[src/rtl/fat_pkg.sv]
// Shared types and constants for the allocation table chain resize and locate block.
// Used by fat_div, the top level and the checker; depends on nothing.
package fat_pkg;

  localparam int SIZE_W = 24;
  localparam int BS_W = 17;
  localparam int BLK_W = 10;
  localparam int STAT_W = 2;
  localparam int CFG_IDX_W = 1;
  localparam int DIV_STEPS = SIZE_W;
  localparam int DIV_CNT_W = $clog2(DIV_STEPS + 1);

  localparam logic [BS_W-1:0] BS_RESET = 17'd512;
  localparam logic [BLK_W-1:0] FIRST_RESET = 10'd1;

  localparam logic [STAT_W-1:0] ST_OK = 2'd0;
  localparam logic [STAT_W-1:0] ST_FULL = 2'd1;
  localparam logic [STAT_W-1:0] ST_SHORT = 2'd2;

  localparam logic [CFG_IDX_W-1:0] CFG_BLOCK_SIZE = 1'b0;
  localparam logic [CFG_IDX_W-1:0] CFG_FIRST_BLOCK = 1'b1;

  typedef enum logic [4:0] {
    S_CLEAR,
    S_IDLE,
    S_DIV_OLD,
    S_DIV_NEW,
    S_DIV_HOP,
    S_DECIDE,
    S_LOC_RD,
    S_LOC_USE,
    S_TAIL_RD,
    S_TAIL_USE,
    S_CNT_RD,
    S_CNT_USE,
    S_FIND_RD,
    S_FIND_USE,
    S_LINK_WR,
    S_END_WR,
    S_FREE_RD,
    S_FREE_USE,
    S_KEEP_RD,
    S_KEEP_USE,
    S_CUT_RD,
    S_CUT_USE,
    S_DONE
  } fat_state_e;

endpackage

[src/rtl/fat_div.sv]
// Restoring divider, one quotient bit per cycle, for block counts and hop counts.
// Depends on fat_pkg.
module fat_div (
  input  logic                      clk_i,
  input  logic                      rst_ni,
  input  logic                      start_i,
  input  logic [fat_pkg::SIZE_W-1:0] dividend_i,
  input  logic [fat_pkg::BS_W-1:0]   divisor_i,
  output logic                      done_o,
  output logic [fat_pkg::SIZE_W-1:0] quot_o,
  output logic                      rem_nz_o
);
  import fat_pkg::*;

  logic                 busy_q;
  logic                 done_q;
  logic [DIV_CNT_W-1:0] cnt_q;
  logic [BS_W-1:0]      rem_q;
  logic [SIZE_W-1:0]    quo_q;
  logic [BS_W:0]        trial;
  logic [BS_W:0]        diff;
  logic                 take;

  always_comb begin
    trial = {rem_q, quo_q[SIZE_W-1]};
    diff = trial - {1'b0, divisor_i};
    take = trial >= {1'b0, divisor_i};
  end

  always_ff @(posedge clk_i or negedge rst_ni) begin
    if (!rst_ni) begin
      busy_q <= 1'b0;
      done_q <= 1'b0;
      cnt_q <= '0;
    end else begin
      done_q <= 1'b0;
      if (start_i) begin
        busy_q <= 1'b1;
        cnt_q <= DIV_CNT_W'(DIV_STEPS);
      end else if (busy_q) begin
        cnt_q <= cnt_q - 1'b1;
        if (cnt_q == DIV_CNT_W'(1)) begin
          busy_q <= 1'b0;
          done_q <= 1'b1;
        end
      end
    end
  end

  always_ff @(posedge clk_i) begin
    if (start_i) begin
      rem_q <= '0;
      quo_q <= dividend_i;
    end else if (busy_q) begin
      rem_q <= take ? diff[BS_W-1:0] : trial[BS_W-1:0];
      quo_q <= {quo_q[SIZE_W-2:0], take};
    end
  end

  assign done_o = done_q;
  assign quot_o = quo_q;
  assign rem_nz_o = |rem_q;

endmodule

[config.mk]
export PLATFORM = sky130hd
export DESIGN_NAME = fat_div
export DESIGN_NICKNAME = d
export VERILOG_FILES = /design/src/rtl/fat_pkg.sv /design/src/rtl/fat_div.sv
export SDC_FILE = /design/constraint.sdc
export NUM_CORES = 1
export LEC_CHECK = 0
export BUFFER_PORTS_ARGS = -buffer_cell sky130_fd_sc_hd__buf_2
export CAP_MARGIN = 30
export CORE_ASPECT_RATIO = 2
export CORE_MARGIN = 4
export CORE_UTILIZATION = 45
export DETAILED_ROUTE_END_ITERATION = 12
export PLACE_DENSITY = 0.73
export SLEW_MARGIN = 20
export SYNTH_ARGS = -nofsm -noshare
export SYNTH_HDL_FRONTEND = slang
export SYNTH_SLANG_ARGS = --single-unit
[constraint.sdc]
create_clock -name clk_i -period 2.6 [get_ports clk_i]
set_input_delay 0 -clock clk_i [delete_from_list [all_inputs] [get_ports clk_i]]
set_output_delay 0 -clock clk_i [all_outputs]
set_load 0.05 [all_outputs]
==> reports/results.ini <==
[clock_tree]
cts-buffers-inserted = 5
cts.clk_slew.worst_paths_ps = 60
cts_max_path_buffers = 2
cts_sinks = 48
cts_tree = yes
clk_root_buffer_cell = clkbuf_16
clk-insertion-delay-late_ps = 290
cts.htree.levels = 2

[finish]
nets = 479
antenna_cells = 0
area_delta_synth_final_pct = 30.5
post-route-util = 0.610
stdcell_area_mm2 = 0.00407
drive_above_1_share = 0.404

[critical_path]
cpPeakStageDelay_ps = 410
required_ps = 2800
worst-path-buf-inv = 3
path_common_cell = inv_2
path_cells = inv_2 -> ha_4 -> inv_2 -> fa_2 -> a21o_1 -> a221oi_2 -> o31a_1 -> nor4_2 -> buf_4 -> or4_4 -> o311ai_2
critPathCaptureType = flip-flop
start_kind = flip-flop
arrival_ps = 2810
worst-setup-path-type = reg2reg
path_delay_family = compound AO/OA/AOI/OAI gates
path_max_fanout = 6
slowest_stage = edfxtp_1

[sta]
setup_slack_ps = -8.12
period_minus_slack_ps = 2610
hold_viol = 0
rsz0062_at_grt = true
max_slew_margin = 0.619
fmax_mhz = 383
tightest_slew_ps = 567
skew_ps = 7.37
holdWs_ps = 12.9
fin_crit_sh = 1.00
setup_violations = 1
slew_violations = 0

[die]
initial_core_util = 0.468
dieWidth_um = 66.9
core_mm2 = 0.00667
die_area_mm2 = 0.00841
io_pins = 70
die_y_um = 126
fp-row-count = 42

[global_route]
grtUsageTotal = 0.188
grt_max_degree = 40
grt_overflow = 0
met1_usage = 0.192
use_met2 = 0.351
antenna_found_initial = 0
grt_use_met3 = 0.0205
first_global_vias = 2796
top_usage_layer = met2
grt_pass1_wl_um = 12300

[routing]
num_vias = 2879
dr.pass1.iters = 4
vias_per_cell = 5.71
routedWlPerCell_um = 15.8
drt-total-wl_um = 7960
drt.antenna.violating_nets = 0
drt_iter0_markers = 100
drc = 0

[outcome]
violations = setup timing
outcome = complete, but fails checks

[power_and_ir_drop]
powerDensity_mw_per_mm2 = 1000
ir_drop_v = 0.000823
power.total_uw = 4080
p_leak_uw = 0.00184

[synth]
yosysMostFrequentCell = nor2_1
synthTopCellsByArea = edfxtp_1 23%, dfxtp_1 11%, mux2_2 8.7%, ha_1 7.6%, dfrtp_1 5.6%
ys_types = 55
synth_top_area_cell = edfxtp_1
synth_enable_flop_cells = 24
synth_area_mm2 = 0.00312
syn-num-nets = 385
synth_top_area_frac = 0.231
async_flop_share = 0.146
yosys_warnings = 0
synth_flop_cell = edfxtp_1
ys_seq_elements = 48
synth_commonest_cells = 28 x nor2_1, 24 x edfxtp_1, 24 x mux2_2
yosysSeqAreaShare = 0.396
avgSynthCellArea_um2 = 9.72
synthCells = 321

[placement]
placed_area_mm2 = 0.00372
io_buffer_count = 69
dpl.hpwl_um = 6100
routabilityCongestion = 0.900

[run]
cap_violations = 0

[hold_path]
hold_path_class = in2reg

==> cell type report <==
class	count	area [um2]
timing repair buffer	103	618
multi-input combinational	234	1850
clock buffer	5	125
inverter	23	86.3
fill	559	2600
clock inverter	3	46.3
sequential	48	1240
tap	88	110
==> power by group <==
group          total, uW  internal [uW]  switching [uW]
clock                727            456             270
combinational       2200            931            1270
sequential          1150            977             173
==> cell families (layout without fill, tap and decap cells) <==
kind of cell | Yosys count | count (layout) | synth area share
muxes | 25 | 25 | 0.0898
DFF | 48 | 48 | 0.396
xor gates and xnor gates | 18 | 18 | 0.0505
and+or+nand+nor | 94 | 94 | 0.154
AOI/OAI and AO/OA | 77 | 77 | 0.170
adders and majority gates | 20 | 20 | 0.0826
buffers and inverters | 39 | 134 | 0.0573
==> repair_timing <==
action | 4_1_cts | 5_1_grt
gates resized for setup | 1 | 28
endpoints found under the setup margin | 1 | 13
buffers inserted | 1 | 4
hold buffers | 1 | 0
pin swaps | 1 | 20
hold endpoints to repair | 7 | 0
==> layout by cell type, fill, tap and decap left out, drive strengths merged, types with 4 or more instances in the layout <==
cell | netlist | final
a21o | 5 | 5
a21oi | 12 | 12
a311oi | 11 | 11
a31oi | 6 | 6
and3 | 8 | 8
buf | 9 | 102
clkbuf | 7 | 5
dfrtp | 7 | 7
dfxtp | 17 | 17
edfxtp | 24 | 24
ha | 19 | 19
inv | 23 | 24
mux2 | 24 | 24
nand2 | 16 | 16
nand3 | 12 | 12
nor2 | 28 | 28
nor3 | 4 | 4
nor4 | 7 | 7
o211ai | 4 | 4
o21ai | 20 | 20
or4 | 4 | 4
xnor2 | 11 | 11
xor2 | 7 | 7
==> state kept, by name, summed over array words and instances (netlist names) <==
| register | flops |
|---|---|
| cnt_q | 5 |
| done_o | 1 |
| rem_q | 17 |
| busy_q | 1 |
| quot_o | 24 |
==> path summary, 6_finish.rpt <==
check	start	end	slack [ps]	cells after the start
hold / removal	dividend_i[21]	quot_o[21]	10	2
setup reg to reg	quot_o[23]	rem_q[2]	-8	11
min in group asynchronous	rst_ni	cnt_q[2]	70	2
max in group asynchronous	rst_ni	done_o	2380	2
setup / recovery	quot_o[23]	rem_q[2]	-8	11
hold reg to reg	cnt_q[4]	cnt_q[4]	520	2
==> metrics by stage <==
step | worst slack, ps | std cells | TNS [ps]
CTS | 6.91 | 500 | 0
finish | -8.12 | 504 | -8.12
global route | -118 | 504 | -1040
floorplan | -262 | 321 | -2260
detailed placement | -32.7 | 490 | -32.7
global placement | 65.5 | 490 | 0
==> layer usage <==
metal | wire length (um) | vias up
met5 | 0 | -
met4 | 316 | 0
met3 | 435 | 21
met2 | 4340 | 110
met1 | 2860 | 1369
li1 | - | 1379
(Power assumes the default switching activity.)
