## src/rtl/fat_ram.sv

```systemverilog
// Generic single write port, single read port RAM with registered read data.
// Depends on nothing.
module fat_ram #(
  parameter int WIDTH = 8,
  parameter int DEPTH = 16
) (
  input  logic                     clk_i,
  input  logic                     we_i,
  input  logic [$clog2(DEPTH)-1:0] waddr_i,
  input  logic [WIDTH-1:0]         wdata_i,
  input  logic [$clog2(DEPTH)-1:0] raddr_i,
  output logic [WIDTH-1:0]         rdata_o
);

  logic [WIDTH-1:0] mem [DEPTH];
  logic [WIDTH-1:0] rdata_q;

  always_ff @(posedge clk_i) begin
    if (we_i) begin
      mem[waddr_i] <= wdata_i;
    end
    rdata_q <= mem[raddr_i];
  end

  assign rdata_o = rdata_q;

endmodule

```

## config.mk

```make
export PLATFORM = sky130hd
export DESIGN_NAME = fat_ram
export DESIGN_NICKNAME = d
export VERILOG_FILES = /design/src/rtl/fat_ram.sv
export SDC_FILE = /design/constraint.sdc
export NUM_CORES = 1
export LEC_CHECK = 0
export ABC_CLOCK_PERIOD_IN_PS = 1800
export BUFFER_PORTS_ARGS = -buffer_cell sky130_fd_sc_hd__buf_2
export CAP_MARGIN = 5
export CORE_ASPECT_RATIO = 1.25
export CORE_MARGIN = 4
export CORE_UTILIZATION = 35
export CTS_BUF_LIST = sky130_fd_sc_hd__clkbuf_4 sky130_fd_sc_hd__clkbuf_8
export DETAILED_ROUTE_END_ITERATION = 8
export PLACE_DENSITY = 0.54
export RECOVER_POWER = 100
export SLEW_MARGIN = 25
export SYNTH_ARGS = -nofsm -noshare
export SYNTH_HDL_FRONTEND = slang
export SYNTH_SLANG_ARGS = --single-unit
```

## constraint.sdc

```tcl
create_clock -name clk_i -period 1.8 [get_ports clk_i]
set_input_delay 0.27 -clock clk_i [delete_from_list [all_inputs] [get_ports clk_i]]
set_output_delay 0.27 -clock clk_i [all_outputs]
set_load 0.01 [all_outputs]
```

==> flow_results.org, run 1 <==
** Outcome
- The run finished with clean final reports.

** Yosys
- For this run, the number of Yosys warnings is 0.
- Sequential area share after synthesis :: 77.8%
- Number of standard cells after synthesis :: 229
- The mapped netlist covers 0.00515 mm2.
- Synthesis inferred 136 register bits.
- The synthesized netlist contains 19 unique library cells.
- Number of nets produced by synthesis :: 247
- After synthesis, the mean cell area works out to 22.5 um2.

** Global route
- The number of antenna violations at the first check in global routing is 0.
- Pin count of the biggest net entering global routing :: 33
- Global-route wire length before repair :: 15,400 um
- Global routing used 13.1% of the available tracks.
- The via count of the first global-routing pass came to 2,510.
- Summed over all layers, the global routing overflow is 0.

** STA
- Final setup viols :: 0
- Max-slew violation total from the final report :: 0
- For the final routed database, the setup TNS stands at 0 ns.
- Transition at the pin with the smallest max-transition slack :: 0.669 ns
- RSZ-0062 raised after global routing :: false
- Share of the clock period used by the worst path after layout :: 84.5%
- Endpoints failing hold :: 0
- The worst path in the final design needs a cycle of 1.52 ns, including I/O delays and setup.
- Static timing analysis puts the maximum clock frequency at 657 MHz.
- Measured against its own limit, the worst slew margin works out to 55.4%.
- On the final layout, the worst clock skew is 0.00622 ns.
- Worst setup margin :: 0.278 ns

** Critical path
- STA puts the critical path data arrival time at 1.57 ns.
- In this design, the stage delay of the slowest critical-path cell is 0.52 ns.
- Highest net fanout along the worst path :: 8
- Crit. End Element :: flop
- Buffers & Inverters on Critical Path :: 2
- Across all register-to-register paths, the minimum setup slack is 0.44 ns.
- The critical path starts at we_i.
- Among cell families on the critical path, the largest total delay comes from simple AND/OR/NAND/NOR gates.
- WS Path Type :: input port to flop
- Cell chain of the critical path :: clkbuf_1, or3b_2, nor3_1, clkbuf_1
- STA classifies the critical path startpoint as an input port.
- CP required :: 1.85 ns
- Critical-path top delay cell :: or3b_2
- Dominant cell type by count on the critical path :: clkbuf_1
- FF-to-FF Start :: mem[1][3]

** Power and ir drop
- Switching power :: 0.00127 W
- Per report_power, the sequential group accounts for 58.9% of the total.
- For this design the static power due to leakage is 1.87 nW.
- Per report_power, the clock group accounts for 35.7% of the total.
- Power comes to 0.00604 W.
- Combinational cells account for 5.4% of the total power.
- Worst supply voltage drop on vdd :: 0.000341 V
- Power per standard cell area :: 1030 mW/mm2
- In this run switching power makes up 21.0% of total power.
- The internal portion of the total power is 0.00477 W.

** Route
- For this block, the via count after detailed routing is 2,423.
- Total length of routed wires :: 10,200 um
- Violation count after the first detailed-routing iteration :: 197
- For this run, the detailed router's first-pass iteration total came to 4.
- In the final routed layout, each cell accounts on average for 21.4 um.
- For this run, design rule violations remaining after detail routing come to 0.
- Post-detailed-route count of antenna-violating nets :: 0
- In the routed layout, each cell is associated on average with a via count of 5.08.

** Clock network
- In this run, post-CTS hold repair placed 0 buffers.
- Clock tree root driver cell :: clkbuf_8
- CTS built an H-tree with a depth of 4.
- The clock drives 136 sinks.
- After clock tree synthesis, the clock-pin slew on the worst setup and hold paths is 0.07 ns.
- No sink is reached through more buffers than the 2 on the longest clock path.
- The number of clock buffers added by TritonCTS is 17.
- Clock latency on the worst-skew pair, taken at its later pin, is 0.42 ns.
- TritonCTS built the clock tree.
- Setup Fix Bufs, Post-CTS :: 0
- The number of gates resized after CTS was 0.

** Die
- The initial utilization of the core area, before any placement, comes to 35.7%.
- FP Rows :: 49
- Die area :: 0.0167 mm2
- The region available for standard cell placement spans 0.0144 mm2.
- Die height :: 144 um
- The floorplan step set the die width to 116 um.
- In this run the count of I/O pins placed on the die edge is 26.

** Placed design
- Cell area after placement :: 0.00561 mm2
- Once detailed placement completed, the half-perimeter wirelength came to 6800 um.
- Port buffer count :: 25
- Routability-driven placement finished with a final weighted congestion of 0.778.
- Worst slack at placement :: 0.0840 ns

** Min path
- The worst hold path begins at wdata_i[1].
- Worst min-delay path class :: input port to flop

** Finish
- NumNets Final :: 305
- Ratio of cells with drive above 1 in the final layout :: 19.4%
- Compared with the post-synthesis result, the final layout area differs by 13.9%.
- Count of fill cells added during filler insertion :: 1,280
- The finished cells cover 0.00586 mm2.
- Multi-input gate area in the final layout :: 0.00106 mm2
- Sequential Area :: 0.00400 mm2
- Post-route core utilization :: 40.7%
- Antenna diodes :: 0

** Job
- Across the run, the number of max-cap violations was 0.
==> synth_stat cells <==
master	instances	area, um2
nor2_1	13	48.8
mux4_1	14	368
nand3_1	1	5.00
nand2_1	9	33.8
buf_4	1	7.51
or3b_2	1	8.76
a22oi_1	16	120
dfxtp_1	8	160
nor2b_1	1	6.26
clkdlybuf4s25_2	3	30.0
nand2b_1	2	12.5
nand3b_1	2	15.0
buf_6	3	33.8
buf_2	3	15.0
and2_1	1	6.26
edfxtp_1	128	3840
mux4_2	18	405
nor3_1	4	20.0
and2b_1	1	7.51
==> cells in the final DEF (no fill, tap or decap) <==
cell and instances:
buf_12 2, clkbuf_1 38, clkinvlp_4 3, mux4_2 18
clkinv_1 3, buf_2 5, a22oi_1 16, mux4_1 14
nor2_1 13, bufinv_16 1, nor2b_1 1, nand3b_1 2
nor3_1 4, clkinv_2 4, edfxtp_1 128, nand2_1 9
or3b_2 1, clkbuf_4 3, buf_4 4, clkbuf_8 17
nand3_1 1, dfxtp_1 8, nand2b_1 2, and2_1 1
and2b_1 1
==> registers in the layout (all words and copies together), names as in the netlist <==
name	flops
mem	128
rdata_o	8
==> layout make-up <==
| class | instances | share of cell area [%] |
|---|---|---|
| well taps | 178 | 3.80 |
| repair buffers | 49 | 4.06 |
| clock buffers | 20 | 4.38 |
| flip-flops and latches | 136 | 68.3 |
| multi-input cells | 83 | 18.0 |
| clock inverters | 11 | 1.43 |
==> per-layer routing <==
layer | global-route usage [%] | wire (um) | vias to the layer above | part of all wire [%]
met3 | 3.37 | 536 | 10 | 5.3
met5 | 0 | 0 | - | 0
met1 | 17.3 | 4340 | 1259 | 43
met2 | 20.8 | 5200 | 67 | 51
met4 | 4.95 | 119 | 0 | 1.2
li1 | - | - | 1087 | -
==> cell families after synthesis <==
logic type / count (synthesis) / share of synthesized area, %
mux: 32 / 15.0
simple gates: 35 / 3.18
compound gates: 16 / 2.33
buf+inv: 10 / 1.68
flops: 136 / 77.8
==> power by group through the flow <==
stage	clock, W	sequential (W)	combinational (W)
CTS	0.00221	0.00356	0.000348
detailed placement	0	0.00363	0.000348
global placement	0	0.00363	0.000345
floorplan	0	0.00363	0.000180
finish	0.00216	0.00356	0.000326
global route	0.00237	0.00357	0.000357
==> final timing paths <==
check                             endpoint  depth (start not counted)
worst min-delay path             mem[6][1]                          1
worst min register to register  rdata_o[5]                          3
worst max-delay path             mem[0][4]                          4
worst max register to register  rdata_o[3]                          3
==> metrics by stage <==
stage | instances | hold WS [ns]
finish | 477 | 0.380
global route | 477 | 0.387
CTS | 477 | 0.209
detailed placement | 446 | 0.654
global placement | 446 | 0.652
floorplan | 229 | 0.369
Note: power is estimated with default switching activity, not from simulation.
==> run 2: changes to the inputs <==
Settings changed: ABC_CLOCK_PERIOD_IN_PS 1800 to 1300.
Clock period 1.8 ns to 1.3 ns, I/O delays scaled along.
==> flow_results.org, run 2 (synthesis results as in run 1) <==
** Power and ir drop
- In this run the static leakage power is 1.97 nW.
- In this run the power density over the cells is 1480 mW/mm2.
- In this run, the combinational gates consume 5.8% of the power.
- Internal power comes to 0.00722 W.
- Clock power frac :: 40.0%
- After layout, the design draws a total of 0.00908 W.
- Of the total power, registers draw 54.3%.
- Worst supply voltage drop on vdd :: 0.000545 V
- Switching share of power :: 20.5%
- Switching power :: 0.00187 W

** STA
- Worst clock skew :: 0.00909 ns
- In this run the tightest slew margin relative to its limit is 34.5%.
- Maximum operating frequency :: 786 MHz
- Final setup viols :: 0
- Setup repair after global routing could not meet its margin everywhere.
- For the pin with the worst max-slew slack, the measured transition is 0.981 ns.
- Endpoints failing hold :: 0
- The max-slew violation total from the final report was 0.
- Crit path time final :: 1.27 ns
- Summed negative setup slack over all endpoints :: 0 ns
- Worst hold slack after final layout :: 0.286 ns
- Share of the clock period used by the worst path after layout :: 97.8%

** Route
- Post-detailed-route count of antenna-violating nets :: 0
- Routed vias :: 2,470
- Drt via density :: 5.02
- The first TritonRoute pass finished after 4 iterations.
- Violation count after the first detailed-routing iteration :: 113
- In the routed design, unresolved DRC markers number 0.
- After detailed routing, the average wire length per cell comes to 21.4 um.
- Total length of routed wires :: 10,500 um

** Global route
- The layer flagged by global routing as most heavily used is met2.
- Global routing used 23.0% of the available met2 tracks.
- Number of global-route vias before repair :: 2,652
- The first global-routing pass estimated 16,000 um of wire.
- Global routing used 3.41% of the available met3 tracks.
- After global routing the overflow that remains totals 0.
- Entering global routing, the biggest net connects 18 pins.
- Global routing used 13.7% of the available tracks.
- In the global route stage, met1 resource usage came out at 16.9%.
- Number of antenna violations at the first check in global routing :: 0

** Finish
- After filler insertion, the fill cell instance count of the layout stands at 1,231.
- Most used cells in the layout excluding fill and tap cells :: edfxtp_1 (128), clkbuf_1 (35), mux4_2 (26)
- Leaving out fill and tap cells, the most frequent cell in the layout is edfxtp_1.
- Of the cells placed in the final design, the portion with a size suffix greater than 1 is 30.6%.
- Post-route core utilization :: 42.6%
- Flip-flop count of the largest register after layout :: 128
- Compared with the post-synthesis result, the final layout area differs by 19.2%.
- Largest register by flop count :: mem
- 0 antenna diodes ended up in the layout.
- The net count of the finished layout is 319.

** Critical path
- The worst setup path is launched from a flop.
- Critical-path top delay cell :: mux4_2
- Traced cell by cell, the critical path runs through mux4_2, a22oi_2, nand2_2.
- Crit. End Element :: flop
- In this run the worst path has a maximum fanout of 1.
- Stage delay of the slowest cell on the critical path :: 0.50 ns
- Arrival time of data at the critical path endpoint :: 1.58 ns
- The worst setup path is of the flop to flop kind.
- Grouping stages by cell kind, the critical path spends the most delay in multiplexers.
- Together, buffers and inverters on the worst path number 0.
- For the worst setup path, the data required time is 1.61 ns.

** Outcome
- Result of the run :: finished clean

** Clock network
- Clock tree root driver cell :: clkbuf_8
- Total CTS buffers :: 17
- Clock tree buffer depth :: 2
- After clock tree synthesis, the clock-pin slew on the worst setup and hold paths is 0.07 ns.
- The clock reaches the later pin of the worst-skew pair after 0.42 ns.
- TritonCTS clock tree :: yes
- Setup Fix Bufs, Post-CTS :: 0
- The H-tree generated during clock tree synthesis spans 4 levels.
- Number of buffers added to fix hold violations after cts :: 0
- The clock drives 136 sinks.

** Min path
- In this run the worst hold path is classified as input port to flop.

** Placed design
- Routability-driven placement finished with a final weighted congestion of 0.733.
- Placed wire-length estimate after detailed placement :: 7170 um
- Port buffer count :: 25

** Die
- The die covers 0.0167 mm2.
- FP Rows :: 49
- Floorplan core area :: 0.0144 mm2
- Ports placed on the boundary :: 26
- The die is 144 um tall.
- Horiz. Die Dim :: 116 um
- Initial core utilization :: 35.7%

** Job
- Max-cap violations in this run came to 0.
-- run 2: power by group through the flow --
stage	registers (W)	logic, W	clock network (W)
5_1_grt	0.00494	0.000577	0.00393
3_3_place_gp	0.00502	0.000538	0
2_1_floorplan	0.00503	0.000257	0
6_report	0.00493	0.000525	0.00363
4_1_cts	0.00493	0.000561	0.00373
3_5_place_dp	0.00502	0.000545	0
-- run 2: layout make-up --
cell class,instances,area [um2],area share [%]
timing repair buffer,63,402,6.55
clock inverter,14,181,2.96
sequential,136,4000,65.3
clock buffer,18,241,3.94
tap,178,223,3.63
multi-input combinational,83,1080,17.7
-- run 2: metrics by stage --
stage / std cells / setup slack [ns] / cell area (um2)
floorplan: 229 / -0.0315 / 5190
CTS: 492 / 0.00829 / 6270
finish: 492 / 0.0281 / 6140
detailed placement: 461 / -0.404 / 5830
global placement: 461 / -0.401 / 5830
global route: 492 / -0.0497 / 6140
-- run 2: worst paths after layout --
| path | start | end | slack [ns] | cells past startpoint |
|---|---|---|---|---|
| min | wdata_i[4] | mem[0][4] | 0.29 | 1 |
| max | mem[3][5] | rdata_o[5] | 0.03 | 3 |
| max reg2reg | mem[3][5] | rdata_o[5] | 0.03 | 3 |
| min reg2reg | mem[14][1] | rdata_o[1] | 0.68 | 3 |
-- run 2: repair_timing --
item | in CTS | in global routing
pin swaps | 3 | 3
resized for setup | 11 | 8
cloned | 0 | 0
endpoints found under the setup margin | 5 | 7
-- run 2: per-layer routing --
layer / routed length (um) / part of all wire [%]
met2: 5630 / 54
met3: 415 / 3.9
met1: 4350 / 41
met5: 0 / 0
met4: 108 / 1.0
==> run 3: changes to the inputs <==
Settings changed: CORE_MARGIN 4 to default.
==> flow_results.org, run 3 (synthesis results as in run 1) <==
** Outcome
- Result of the run :: finished clean

** Critical path
- The critical path crosses 3 cells after its start point.
- The worst setup path is of the flop to flop kind.
- Cell chain of the critical path :: mux4_2, a22oi_2, nand2_1
- In this run the critical register-to-register path is launched from mem[10][1].
- At the worst endpoint, the required time is 1.63 ns.
- For this run, the slowest stage of the critical path takes 0.50 ns.
- Highest net fanout along the worst path :: 1
- Category of the worst setup path launch point :: flop
- The kind of cell with the highest combined delay along the critical path is multiplexers.
- Buffers & Inverters on Critical Path :: 0
- The largest individual stage delay along the critical path comes from the cell mux4_2.
- STA classifies the critical path endpoint as a flop.
- Data on the critical path arrives at its endpoint at 1.59 ns.
- Timing startpoint of the critical path :: mem[10][1]
- Measured in cells, the most critical reg-to-reg path has a length of 3.

** Route
- After detailed routing, the average wire length per cell comes to 21.4 um.
- Violation count after the first detailed-routing iteration :: 172
- Routed vias :: 2,464
- For this run, the detailed router's first-pass iteration total came to 4.
- The count of nets left with antenna violations once routing finished came out at 0.
- Total length of routed wires :: 10,500 um
- Post-route DRC :: 0
- Using the TritonRoute via totals, the vias-per-cell ratio works out to 5.04.

** Global route
- Entering global routing, the biggest net connects 17 pins.
- In the global route stage, overall resource usage came out at 14.9%.
- The via count of the first global-routing pass was 2,616.
- Total congestion overflow after global routing :: 0
- Number of antenna violations at the first check in global routing :: 0
- The first global-routing pass estimated 15,800 um of wire.

** Die
- The core region is 0.0143 mm2.
- Once the floorplan was initialized, standard cells occupied 35.9% of the core.
- The floorplan has 49 rows.
- 26 I/O pins were placed.
- Horiz. Die Dim :: 110 um
- The die covers 0.0152 mm2.
- Die height :: 138 um

** Clock network
- Buffers inserted during clock tree synthesis total 17.
- For this design, the CTS-stage hold fixing added 0 buffers.
- # H-tree levels :: 4
- Clock transition at the register clock pins on the worst setup and hold paths after CTS :: 0.07 ns
- TritonCTS clock tree :: yes
- The number of setup buffers added after CTS is 0.
- Worst skew pair latency :: 0.43 ns
- For this design, the sink count on the clock tree is 136.
- The clock passes through at most 2 buffers.
- Clock tree synthesis selected as its root buffer the cell clkbuf_8.

** STA
- RSZ-0062 raised after global routing :: true
- Final setup viols :: 0
- Worst hold slack after final layout :: 0.306 ns
- The max-slew violation total from the final report is 0.
- The clock arrives with 0.00619 ns of skew.
- Endpoints failing hold :: 0
- The worst path needs 1.26 ns of the cycle, external delays included.
- Based on the critical path, the design can be clocked at up to 793 MHz.
- Worst rel slew slack :: 41.4%
- Share of the clock period used by the worst path after layout :: 97.0%
- Transition at the pin with the smallest max-transition slack :: 0.875 ns

** Finish
- Number of standard cells in the final layout excluding fillers :: 489
- Antenna diodes :: 0
- Flip-flop count of the largest register after layout :: 128
- Most used cells in the layout excluding fill and tap cells :: edfxtp_1 (128), clkbuf_1 (29), mux4_2 (27)
- Most common library cell in the layout ignoring fill and taps :: edfxtp_1
- In the final layout, the share of cells above drive strength 1 is 31.8%.
- NumNets Final :: 316
- Layout Area Growth over Synthesis :: 18.8%
- Count of fill cells added during filler insertion :: 1,271
- Largest register by flop count :: mem
- For this run, the share of the core covered by cells in the final layout is 42.6%.

** Min path
- Hold-critical path depth :: 1
- Worst min-delay path class :: input port to flop
- The worst hold path begins at wdata_i[6].

** Job
- The tool flagged a number of max-cap violations equal to 0.

** Placed design
- The HPWL after detailed placement is 6870 um.
- RePlAce Congestion :: 0.685
- Port buffer count :: 25
- Placed Instances :: 458

** Power and ir drop
- The worst-case IR drop observed on VDD is 0.000560 V.
- Static Leakage :: 1.99 nW
- Overall power consumption :: 0.00921 W
- In this run the power density over the cells is 1510 mW/mm2.
[run 3: cell count changes in the layout (fill, tap and decap cells not counted), moves of 2 or more]
cell	previous run	this run
buf_12	7	4
buf_4	10	12
clkbuf_1	35	29
clkbuf_4	1	3
clkbuf_8	17	19
clkinv_1	2	0
[run 3: worst paths after layout]
kind	endpoint	slack (ns)
worst max-delay path	rdata_o[1]	0.04
worst min-delay path	mem[12][6]	0.31
worst min register to register	rdata_o[5]	0.68
worst max register to register	rdata_o[1]	0.04
[run 3: cell type report]
type,count,area [um2],area share (%)
flip-flops and latches,136,4000,65.5
clock inverters,12,175,2.86
multi-input cells,83,1070,17.5
repair buffers,60,373,6.10
clock buffers,20,269,4.40
well taps,178,223,3.64
[run 3: metal layers]
layer / vias to the layer above / wire, um / global-route usage (%)
met1: 1278 / 4410 / 18.1
met3: 13 / 452 / 3.39
li1: 1098 / - / -
met4: 0 / 134 / 6.30
met5: - / 0 / 0
met2: 75 / 5460 / 25.8
[run 3: power by group]
group,internal [W],switching [W],leakage (nW)
combinational,0.000229,0.000292,0.547
sequential,0.00490,0.0000325,1.22
clock,0.00221,0.00155,0.218
total,0.00734,0.00187,1.99
[run 3: per-stage QoR]
stage / setup TNS [ns] / worst slack (ns) / instance area (um2)
global placement: -5.66 / -0.492 / 5820
detailed placement: -5.75 / -0.486 / 5820
finish: 0 / 0.0394 / 6110
floorplan: -0.213 / -0.0315 / 5190
global route: -0.0396 / -0.0203 / 6110
CTS: -0.00243 / -0.00243 / 6280
[run 3: timing repair]
| action | CTS | global route |
|---|---|---|
| cloned | 0 | 0 |
| pin swaps | 5 | 5 |
| endpoints found under the setup margin | 7 | 7 |
| resized for setup | 12 | 6 |
